**src/rtl/core/assert_macros.svh**
```systemverilog
// Assertion macros shared by the RTL that checks itself.
// No dependencies; include by bare file name.
`ifndef ASSERT_MACROS_SVH
`define ASSERT_MACROS_SVH

// Clocked property, disabled while reset is held low.
`define SMD_ASSERT(lbl, clk, rst_n, prop, msg) \
    lbl: assert property (@(posedge clk) disable iff (!rst_n) prop) else $error(msg);

// Clocked property, checked during reset too.
`define SMD_ASSERT_ALWAYS(lbl, clk, prop, msg) \
    lbl: assert property (@(posedge clk) prop) else $error(msg);

`endif

```
**src/rtl/core/smd_pkg.sv**
```systemverilog
// Types and constants of the SHA-1 digest unit.
// No dependencies.
`default_nettype none

package smd_pkg;

    typedef logic [31:0] t_word;

    localparam int unsigned NUM_CHAIN = 5;
    localparam int unsigned NUM_BLOCK_WORDS = 16;
    localparam int unsigned NUM_ROUNDS = 80;

    localparam t_word INIT_WORDS [NUM_CHAIN] = '{
        32'h67452301, 32'hEFCDAB89, 32'h98BADCFE, 32'h10325476, 32'hC3D2E1F0
    };

    localparam t_word K_0 = 32'h5A827999;
    localparam t_word K_1 = 32'h6ED9EBA1;
    localparam t_word K_2 = 32'h8F1BBCDC;
    localparam t_word K_3 = 32'hCA62C1D6;

    localparam logic [7:0] PAD_MARK = 8'h80;
    localparam logic [5:0] LEN_OFFSET = 6'd56;

    function automatic t_word rotl(input t_word v, input int unsigned n);
        rotl = (v << n) | (v >> (32 - n));
    endfunction

endpackage

`default_nettype wire

```
**src/rtl/core/sha1_message_digest_unit.sv**
```systemverilog
// SHA-1 message digest unit: byte input, padding, 80-round compression, digest output.
// Depends on smd_pkg and assert_macros.svh.
//
// Message bytes enter one per input transaction and are shifted into a 16-word block
// register. A byte that neither completes a block nor closes the message leaves the
// input free for the next transaction. A byte that completes a 64-byte block holds the
// input stalled through the 80 rounds in the single round adder and the chaining add.
// A closing transaction adds the padding at one byte per cycle while no compression
// runs, with one or two further compressions, then offers the five digest words on
// five output transactions, most significant first. After the fifth word the unit
// returns to its initial state.
`default_nettype none

`include "assert_macros.svh"

module sha1_message_digest_unit
    import smd_pkg::*;
(
    input  wire logic        i_clk,
    input  wire logic        i_rst_n,
    input  wire logic        i_valid,
    output logic             o_stall,
    input  wire logic [7:0]  i_data_byte,
    input  wire logic        i_has_byte,
    input  wire logic        i_last_item,
    output logic             o_valid,
    input  wire logic        i_stall,
    output logic [31:0]      o_digest_word,
    output logic [2:0]       o_word_index,
    output logic             o_last_word
);

    localparam logic [2:0] S_IDLE  = 3'd0;
    localparam logic [2:0] S_PAD   = 3'd1;
    localparam logic [2:0] S_ROUND = 3'd2;
    localparam logic [2:0] S_ADD   = 3'd3;
    localparam logic [2:0] S_OUT   = 3'd4;

    logic [2:0]  r_state, n_state;
    logic [5:0]  r_fill, n_fill;
    logic [60:0] r_total, n_total;
    logic [6:0]  r_round, n_round;
    logic [2:0]  r_out_idx, n_out_idx;
    logic        r_pend_last, n_pend_last;
    logic        r_pad_first, n_pad_first;
    logic        r_in_len, n_in_len;
    t_word       r_chain [NUM_CHAIN];
    t_word       n_chain [NUM_CHAIN];
    t_word       r_w [NUM_BLOCK_WORDS];
    t_word       n_w [NUM_BLOCK_WORDS];
    t_word       r_a, r_b, r_c, r_d, r_e;
    t_word       n_a, n_b, n_c, n_d, n_e;

    logic        w_in_acc;
    logic        w_out_acc;
    logic        w_push;
    logic [7:0]  w_push_byte;
    logic [63:0] w_len_bits;
    logic [7:0]  w_len_byte;
    t_word       w_f, w_k, w_t, w_sched;

    assign o_stall       = (r_state != S_IDLE);
    assign o_valid       = (r_state == S_OUT);
    assign o_digest_word = r_chain[r_out_idx];
    assign o_word_index  = r_out_idx;
    assign o_last_word   = (r_out_idx == 3'd4);

    assign w_in_acc  = i_valid && !o_stall;
    assign w_out_acc = o_valid && !i_stall;

    assign w_len_bits = {r_total, 3'b000};
    assign w_len_byte = w_len_bits[{~r_fill[2:0], 3'b000} +: 8];

    always_comb begin
        if (r_round < 7'd20) begin
            w_f = (r_b & r_c) | (~r_b & r_d);
            w_k = K_0;
        end else if (r_round < 7'd40) begin
            w_f = r_b ^ r_c ^ r_d;
            w_k = K_1;
        end else if (r_round < 7'd60) begin
            w_f = (r_b & r_c) | (r_b & r_d) | (r_c & r_d);
            w_k = K_2;
        end else begin
            w_f = r_b ^ r_c ^ r_d;
            w_k = K_3;
        end
        w_t = rotl(r_a, 5) + w_f + r_e + w_k + r_w[0];
        w_sched = rotl(r_w[13] ^ r_w[8] ^ r_w[2] ^ r_w[0], 1);
    end

    always_comb begin
        w_push      = 1'b0;
        w_push_byte = i_data_byte;
        n_state     = r_state;
        n_fill      = r_fill;
        n_total     = r_total;
        n_round     = r_round;
        n_out_idx   = r_out_idx;
        n_pend_last = r_pend_last;
        n_pad_first = r_pad_first;
        n_in_len    = r_in_len;
        n_chain     = r_chain;
        n_w         = r_w;
        n_a = r_a; n_b = r_b; n_c = r_c; n_d = r_d; n_e = r_e;

        case (r_state)
            S_IDLE: begin
                if (w_in_acc) begin
                    n_pend_last = i_last_item;
                    n_pad_first = i_last_item;
                    if (i_has_byte) begin
                        w_push  = 1'b1;
                        n_total = r_total + 61'd1;
                    end
                    if (i_last_item) begin
                        n_state = S_PAD;
                    end
                end
            end
            S_PAD: begin
                w_push = 1'b1;
                if (r_pad_first) begin
                    w_push_byte = PAD_MARK;
                    n_pad_first = 1'b0;
                end else if (r_in_len || r_fill == LEN_OFFSET) begin
                    w_push_byte = w_len_byte;
                    n_in_len    = 1'b1;
                end else begin
                    w_push_byte = 8'h00;
                end
            end
            S_ROUND: begin
                n_e = r_d;
                n_d = r_c;
                n_c = rotl(r_b, 30);
                n_b = r_a;
                n_a = w_t;
                for (int j = 0; j < NUM_BLOCK_WORDS - 1; j++) begin
                    n_w[j] = r_w[j + 1];
                end
                n_w[NUM_BLOCK_WORDS - 1] = w_sched;
                n_round = r_round + 7'd1;
                if (r_round == 7'(NUM_ROUNDS - 1)) begin
                    n_state = S_ADD;
                end
            end
            S_ADD: begin
                n_chain[0] = r_chain[0] + r_a;
                n_chain[1] = r_chain[1] + r_b;
                n_chain[2] = r_chain[2] + r_c;
                n_chain[3] = r_chain[3] + r_d;
                n_chain[4] = r_chain[4] + r_e;
                if (r_in_len) begin
                    n_state   = S_OUT;
                    n_out_idx = 3'd0;
                end else if (r_pend_last) begin
                    n_state = S_PAD;
                end else begin
                    n_state = S_IDLE;
                end
            end
            S_OUT: begin
                if (w_out_acc) begin
                    if (o_last_word) begin
                        n_state     = S_IDLE;
                        n_out_idx   = 3'd0;
                        n_fill      = 6'd0;
                        n_total     = '0;
                        n_pend_last = 1'b0;
                        n_pad_first = 1'b0;
                        n_in_len    = 1'b0;
                        n_chain     = INIT_WORDS;
                    end else begin
                        n_out_idx = r_out_idx + 3'd1;
                    end
                end
            end
            default: begin
                n_state = S_IDLE;
            end
        endcase

        if (w_push) begin
            for (int j = 0; j < NUM_BLOCK_WORDS - 1; j++) begin
                n_w[j] = {r_w[j][23:0], r_w[j + 1][31:24]};
            end
            n_w[NUM_BLOCK_WORDS - 1] = {r_w[NUM_BLOCK_WORDS - 1][23:0], w_push_byte};
            n_fill = r_fill + 6'd1;
            if (r_fill == 6'd63) begin
                n_state = S_ROUND;
                n_round = 7'd0;
                n_a = r_chain[0]; n_b = r_chain[1]; n_c = r_chain[2];
                n_d = r_chain[3]; n_e = r_chain[4];
            end
        end
    end

    always_ff @(posedge i_clk) begin
        if (!i_rst_n) begin
            r_state     <= S_IDLE;
            r_fill      <= 6'd0;
            r_total     <= '0;
            r_round     <= 7'd0;
            r_out_idx   <= 3'd0;
            r_pend_last <= 1'b0;
            r_pad_first <= 1'b0;
            r_in_len    <= 1'b0;
            r_chain     <= INIT_WORDS;
        end else begin
            r_state     <= n_state;
            r_fill      <= n_fill;
            r_total     <= n_total;
            r_round     <= n_round;
            r_out_idx   <= n_out_idx;
            r_pend_last <= n_pend_last;
            r_pad_first <= n_pad_first;
            r_in_len    <= n_in_len;
            r_chain     <= n_chain;
        end
    end

    always_ff @(posedge i_clk) begin
        r_w <= n_w;
        r_a <= n_a;
        r_b <= n_b;
        r_c <= n_c;
        r_d <= n_d;
        r_e <= n_e;
    end

    `SMD_ASSERT(a_block_empty_at_add, i_clk, i_rst_n,
        (r_state == S_ADD) |-> (r_fill == 6'd0), "block not empty at chaining add")
    `SMD_ASSERT(a_out_after_add, i_clk, i_rst_n,
        (r_state == S_OUT && $past(r_state) != S_OUT) |-> ($past(r_state) == S_ADD),
        "digest offered without a final add")
    `SMD_ASSERT(a_word_step, i_clk, i_rst_n,
        (w_out_acc && !o_last_word) |=> (o_valid && o_word_index == $past(o_word_index) + 3'd1),
        "digest word index skipped")
    `SMD_ASSERT(a_clear_after_digest, i_clk, i_rst_n,
        (w_out_acc && o_last_word) |=> (r_state == S_IDLE && r_fill == 6'd0 && r_total == 61'd0),
        "state not cleared after digest")

endmodule

`default_nettype wire

```
**config.mk**
```make
export PLATFORM = sky130hd
export DESIGN_NAME = sha1_message_digest_unit
export DESIGN_NICKNAME = d
export VERILOG_FILES = /design/src/rtl/core/smd_pkg.sv /design/src/rtl/core/sha1_message_digest_unit.sv
export VERILOG_INCLUDE_DIRS = /design/src /design/src/rtl/core
export SDC_FILE = /design/constraint.sdc
export NUM_CORES = 2
export LEC_CHECK = 0
export ABC_AREA = 1
export BUFFER_PORTS_ARGS = -buffer_cell sky130_fd_sc_hd__buf_4
export CAP_MARGIN = 10
export CELL_PAD_IN_SITES_DETAIL_PLACEMENT = 1
export CELL_PAD_IN_SITES_GLOBAL_PLACEMENT = 2
export CORE_MARGIN = 3
export CORE_UTILIZATION = 38
export DETAILED_ROUTE_END_ITERATION = 16
export PLACE_DENSITY = 0.92
export SYNTH_ARGS = -nofsm -noshare
export SYNTH_HDL_FRONTEND = slang
export SYNTH_SLANG_ARGS = --single-unit
```
**constraint.sdc**
```tcl
create_clock -name i_clk -period 20.3 [get_ports i_clk]
set_input_delay 5.075 -clock i_clk [delete_from_list [all_inputs] [get_ports i_clk]]
set_output_delay 5.075 -clock i_clk [all_outputs]
set_load 0.02 [all_outputs]
```
# ---- Yosys cells after proc, flatten, opt, wreduce, memory -nomap -nowiden
# Cells that the tools add are included.
dict set report totals {
  ff_bits 915
  inputBits 14
  out_inout_bits 38
}
dict set report classes {
  addsub 13
  n_lt_le_gt_ge 4
  n_eq_ne 15
  shifts 1
  n_mux 69
  bitwise 18
  reduce_logical 22
}
# operator n
set ops {}
lappend ops {{$mux W512} 2}
lappend ops {{$mux W32} 22}
lappend ops {{$mux W160} 2}
lappend ops {{$pmux W160 S2} 1}
lappend ops {{$add A32 B32 Y32} 9}
lappend ops {{$mux W61} 4}
lappend ops {{$xor A32 B32 Y32} 5}
lappend ops {{$and A32 B32 Y32} 4}
lappend ops {{$pmux W61 S2} 1}
lappend ops {{$bmux W32 S3} 1}
lappend ops {{$or A32 B32 Y32} 3}
lappend ops {{$shiftx A64 B7 Y8} 1}
lappend ops {{$add A61 B1 Y61 const B} 1}
lappend ops {{$mux W3} 11}
lappend ops {{$not A32 Y32} 1}
lappend ops {{$or A32 B1 Y32} 1}
lappend ops {{$or A32 B30 Y32} 1}
lappend ops {{$or A32 B5 Y32} 1}
lappend ops {{$mux W31} 1}
lappend ops {{$mux W6} 4}
lappend ops {{$mux W8} 3}
lappend ops {{$mux W7} 3}
lappend ops {{$pmux W3 S5} 1}
lappend ops {{$lt A7 B6 Y1 const B} 2}
lappend ops {{other kinds (27)} 57}

# ---- Logic depth before layout (Yosys ltp)
dict set report logic_depth {
  word_depth 13
  ltp_mapped 29
  ltp_nobuf 28
}

# ---- Least setup slack after synthesis
# Ideal clock, no wire load.
dict set report synth_path {
  path_type {input port to flip-flop}
  from {in i_valid}
  to {reg r_w[0] (netlist bit) (enable)}
  t_arrival_ps 14126
  required_ps 16636
  setup_slack_ps 2509
  stages 9
  path_cell_list {nand2_1 inv_2 nand2_1 nand2_1 buf_4 inv_2 buf_2 buf_2 nand2_1}
}
dict set report synth_via {
  elab_chain_cells 4
}
# element line
set synth_rtl {}
lappend synth_rtl {{start: declaration} sha1_message_digest_unit.sv:21} ;# input wire logic i_valid,
lappend synth_rtl {{$logic_and A1 B1 Y1} sha1_message_digest_unit.sv:68} ;# assign w_in_acc = i_valid && !o_stall;
lappend synth_rtl {{$mux W1} sha1_message_digest_unit.sv:109} ;# if (w_in_acc) begin
lappend synth_rtl {{$pmux W1 S2} sha1_message_digest_unit.sv:107} ;# case (r_state)
lappend synth_rtl {{$reduce_bool A2 Y1 (no source line)} n/a}
lappend synth_rtl {{end signal: assignment} sha1_message_digest_unit.sv:224} ;# r_w <= n_w;
lappend synth_rtl {{end: declaration} sha1_message_digest_unit.sv:49} ;# t_word r_w [NUM_BLOCK_WORDS];
# No other way between the ends.
# A chain may end at the register's enable or synchronous reset.

==> results by group <==
Outcome
  – Status: finished, final reports clean

Global routing
  – Initial antenna violation count: 5
  – Largest net degree at the start of global routing: 202
  – Total global routing overflow: 0
  – Number of global-route vias before repair: 55800
  – Tot GR Track Use: 29.6%
  – First-pass GRT wire length: between 300000 and 400000 um

Critical path
  – RR Endpoint: r_a[17]
  – Crit Path Max Fanout: 140
  – Kind of end point of the critical path: flip-flop
  – Worst R2R Path Depth: 22
  – Worst EP required: between 20000 and 25000 ps
  – Reg-to-reg slack, setup: ~13000 ps
  – FF-to-FF Start: r_round[5]
  – WP data arrival: ~9700 ps
  – Critical Path Start Type: input port
  – Crit path kind: in -> reg

Hold path
  – Min-Delay Endpoint: r_total[16]
  – Tightest Hold Check Type: reg -> reg
  – WHS Path Cells: 2
  – Worst Hold Launch: r_total[16]

Power
  – Worst VDD drop: 0.0977 mV
  – Tot Pwr: around 6.9 mW
  – Leakage power: slightly below 30 nW
  – Cell Pwr Density: 108 nW/um2

Finish
  – Register Area: 23400 um2
  – Finished Cell Area: 63800 um2
  – Fillers: ~19000
  – Multi-input gate area: 29600 um2
  – Commonest non-fill, non-tap cell in the layout: nand2_1
  – Net count, final: 8207
  – Area Growth Syn to Fin: 9.78%
  – Post-route insts no fill: between 9000 and 10000
  – Most frequent cells in the layout: nand2_1 (2942), inv_1 (998), a21oi_1 (550)
  – Ratio of cells with drive above 1 in the final layout: 4.23%

Clock network
  – # clock sinks: 915
  – CTS tree: built
  – CTS resizes: 0
  – Post-cts hold buffer count: 0
  – TritonCTS Buffers: 109
  – Post-CTS Repair Setup Buffers: 0
  – Clk Latency, worst-skew pair: 780 ps
  – Root buf cell: clkbuf_16
  – Clock Path Buffers: 3
  – CTS clk-pin slew, worst paths: 70 ps
  – H-tree depth: 3

Place
  – RD Place Congestion: 0.996
  – PortBufs: 51
  – Hpwl dp: around 180000 um
  – Cell Area, Placed: 60200 um2
  – Post-Place Cells: 9774

Synthesis
  – Syn nets: 8284
  – Synth unique cells: 55
  – Synth Register Bits: 915
  – Mapped cell area: 58100 um2
  – Top FF cell, synth: edfxtp_1
  – Post-synth EDFFs: 512
  – Synth async-reset ratio: 0%
  – Sequential-to-total area share from yosys stat: 40.3%
  – Synth warn: 0
  – Syn Area/Cell: between 7 and 8 um2
  – Mapped Cells: 7946

Floorplan
  – Row count: ~140
  – Core area: roughly 150000 um2
  – Initial Utilization: 38.5%
  – Io pins: 52
  – Die area: between 150000 and 200000 um2
  – Die X: 397 um
  – Chip height: slightly below 400 um

Drt
  – DRC: 0
  – Initial DRC count: 5490
  – Initial DRT Pass Iterations: 8
  – Routed vias: 55800
  – Routed Antenna Nets: 0
  – Routed WL per cell: 24.0 um
  – Post-Route WL: 239000 um
  – Avg Vias per Cell: 5.59

STA
  – Hold Fails Final Rpt: 0
  – Fin Setup TNS: 0 ps
  – Peak Freq: 108 MHz
  – Tcrit/Tclk final: 45.5%
  – Final setup violation count: 0
  – Final Max Tran Viols: 0
  – Tmin final: 9240 ps
  – Unrepaired setup endpoints after global routing: no
  – Rel. slew slack: 6.93%
  – Worst Tran Pin Value: approximately 1400 ps
  – Skew final: 87.5 ps

Flow run
  – Number of max-cap violations: 0
metrics by stage:
step	hold slack (ps)	setup slack, ps	util (%)
after global placement	449	10450	39.9
after global routing	517	10550	42.3
final	489	11060	42.3
after floorplan	434	2510	-
after detailed placement	470	10320	39.9
after CTS	485	11110	42.3
sequential cells by signal, indices dropped and copies added (netlist names):
signal        flops
r_w             512
r_pad_first       1
r_d              32
r_e              32
r_b              32
r_a              32
r_round           7
r_state           3
r_fill            6
r_chain         160
r_total          61
r_pend_last       1
o_word_index      3
r_c              32
r_in_len          1
cell usage after synthesis, types with 5 or more instances:
cell type  instances  area (um2)
a211oi_1          23         173
a21oi_1          550        2750
a221oi_1          26         228
a31o_2             7        61.3
a31oi_1            8        50.1
and2_1            12        75.1
buf_1             24        90.1
buf_2            160         801
buf_6              7        78.8
clkbuf_1          99         372
dfxtp_1          403        8070
edfxtp_1         512       15400
fa_1             125        2500
ha_1             199        2490
inv_1            998        3750
inv_2             17        63.8
nand2_1         2946       11100
nand3_1          401        2010
nand3b_1          10        75.1
nand4_1          113         707
nor2_1           446        1670
nor2_2             5        31.3
nor3_1            71         355
nor3b_1            5        37.5
nor4_1            11        68.8
o211ai_1          11        82.6
o21ai_0          341        1710
o21ai_1           11        55.1
o21bai_1          37         278
o221ai_1         136        1190
o22ai_1           16         100
o31ai_1           10        75.1
or2_2             17         106
xnor2_1          108         946
xor2_1            42         368
logic make-up (layout without fill, tap and decap cells):
logic type | count (synthesis) | count (layout) | share of synthesized area (%)
multiplexers | 1 | 1 | 0.0172
AO/OA/AOI/OAI | 1192 | 1192 | 11.8
other | 0 | 1 | 0
AND/OR/NAND/NOR | 4054 | 4054 | 28.1
flip-flops | 915 | 915 | 40.3
adder cells (fa/ha/maj) | 324 | 324 | 8.59
buffers and inverters | 1310 | 1326 | 8.91
XOR/XNOR | 150 | 150 | 2.26
worst max-delay path, stage by stage:
cell and delay (ps):
buf_4 110, nand2_1 90, inv_2 50, nand2_1 120, nand2_4 500, inv_8 780
buf_4 870, buf_4 830, buf_4 810, o21ai_0 200
power breakdown:
| group | internal (mW) | total [mW] | switching [mW] |
|---|---|---|---|
| logic | 0.768 | 2.43 | 1.66 |
| registers | 2.22 | 2.45 | 0.237 |
| clock network | 1.15 | 2.03 | 0.886 |
layer usage:
layer / wire length (um) / track usage [%]
met1: 103000 / 39.9
met4: 12300 / 13.0
met3: 18800 / 6.11
met2: 105000 / 45.9
met5: 195 / 0.647
worst max-delay path by stage:
stage | startpoint | endpoint | slack (ps) | cells after the start
after global routing | i_valid | r_w[505] | 10550 | 10
after global placement | i_valid | r_w[440] | 10450 | 10
after CTS | i_valid | r_w[431] | 11110 | 10
after detailed placement | i_valid | r_w[431] | 10320 | 10
final | i_valid | r_w[439] | 11060 | 10
after floorplan | i_valid | r_w[0] | 2510 | 9
cell type report:
type | count | share of cell area (%)
clock buffer | 144 | 4.68
inverter | 1017 | 6.00
timing repair buffer | 105 | 1.27
tap | 2016 | 3.95
sequential | 915 | 36.7
antenna | 1 | 0.00392
multi-input combinational | 5721 | 46.3
clock inverter | 60 | 1.04
No activity file was read; power rests on OpenSTA's default activity.
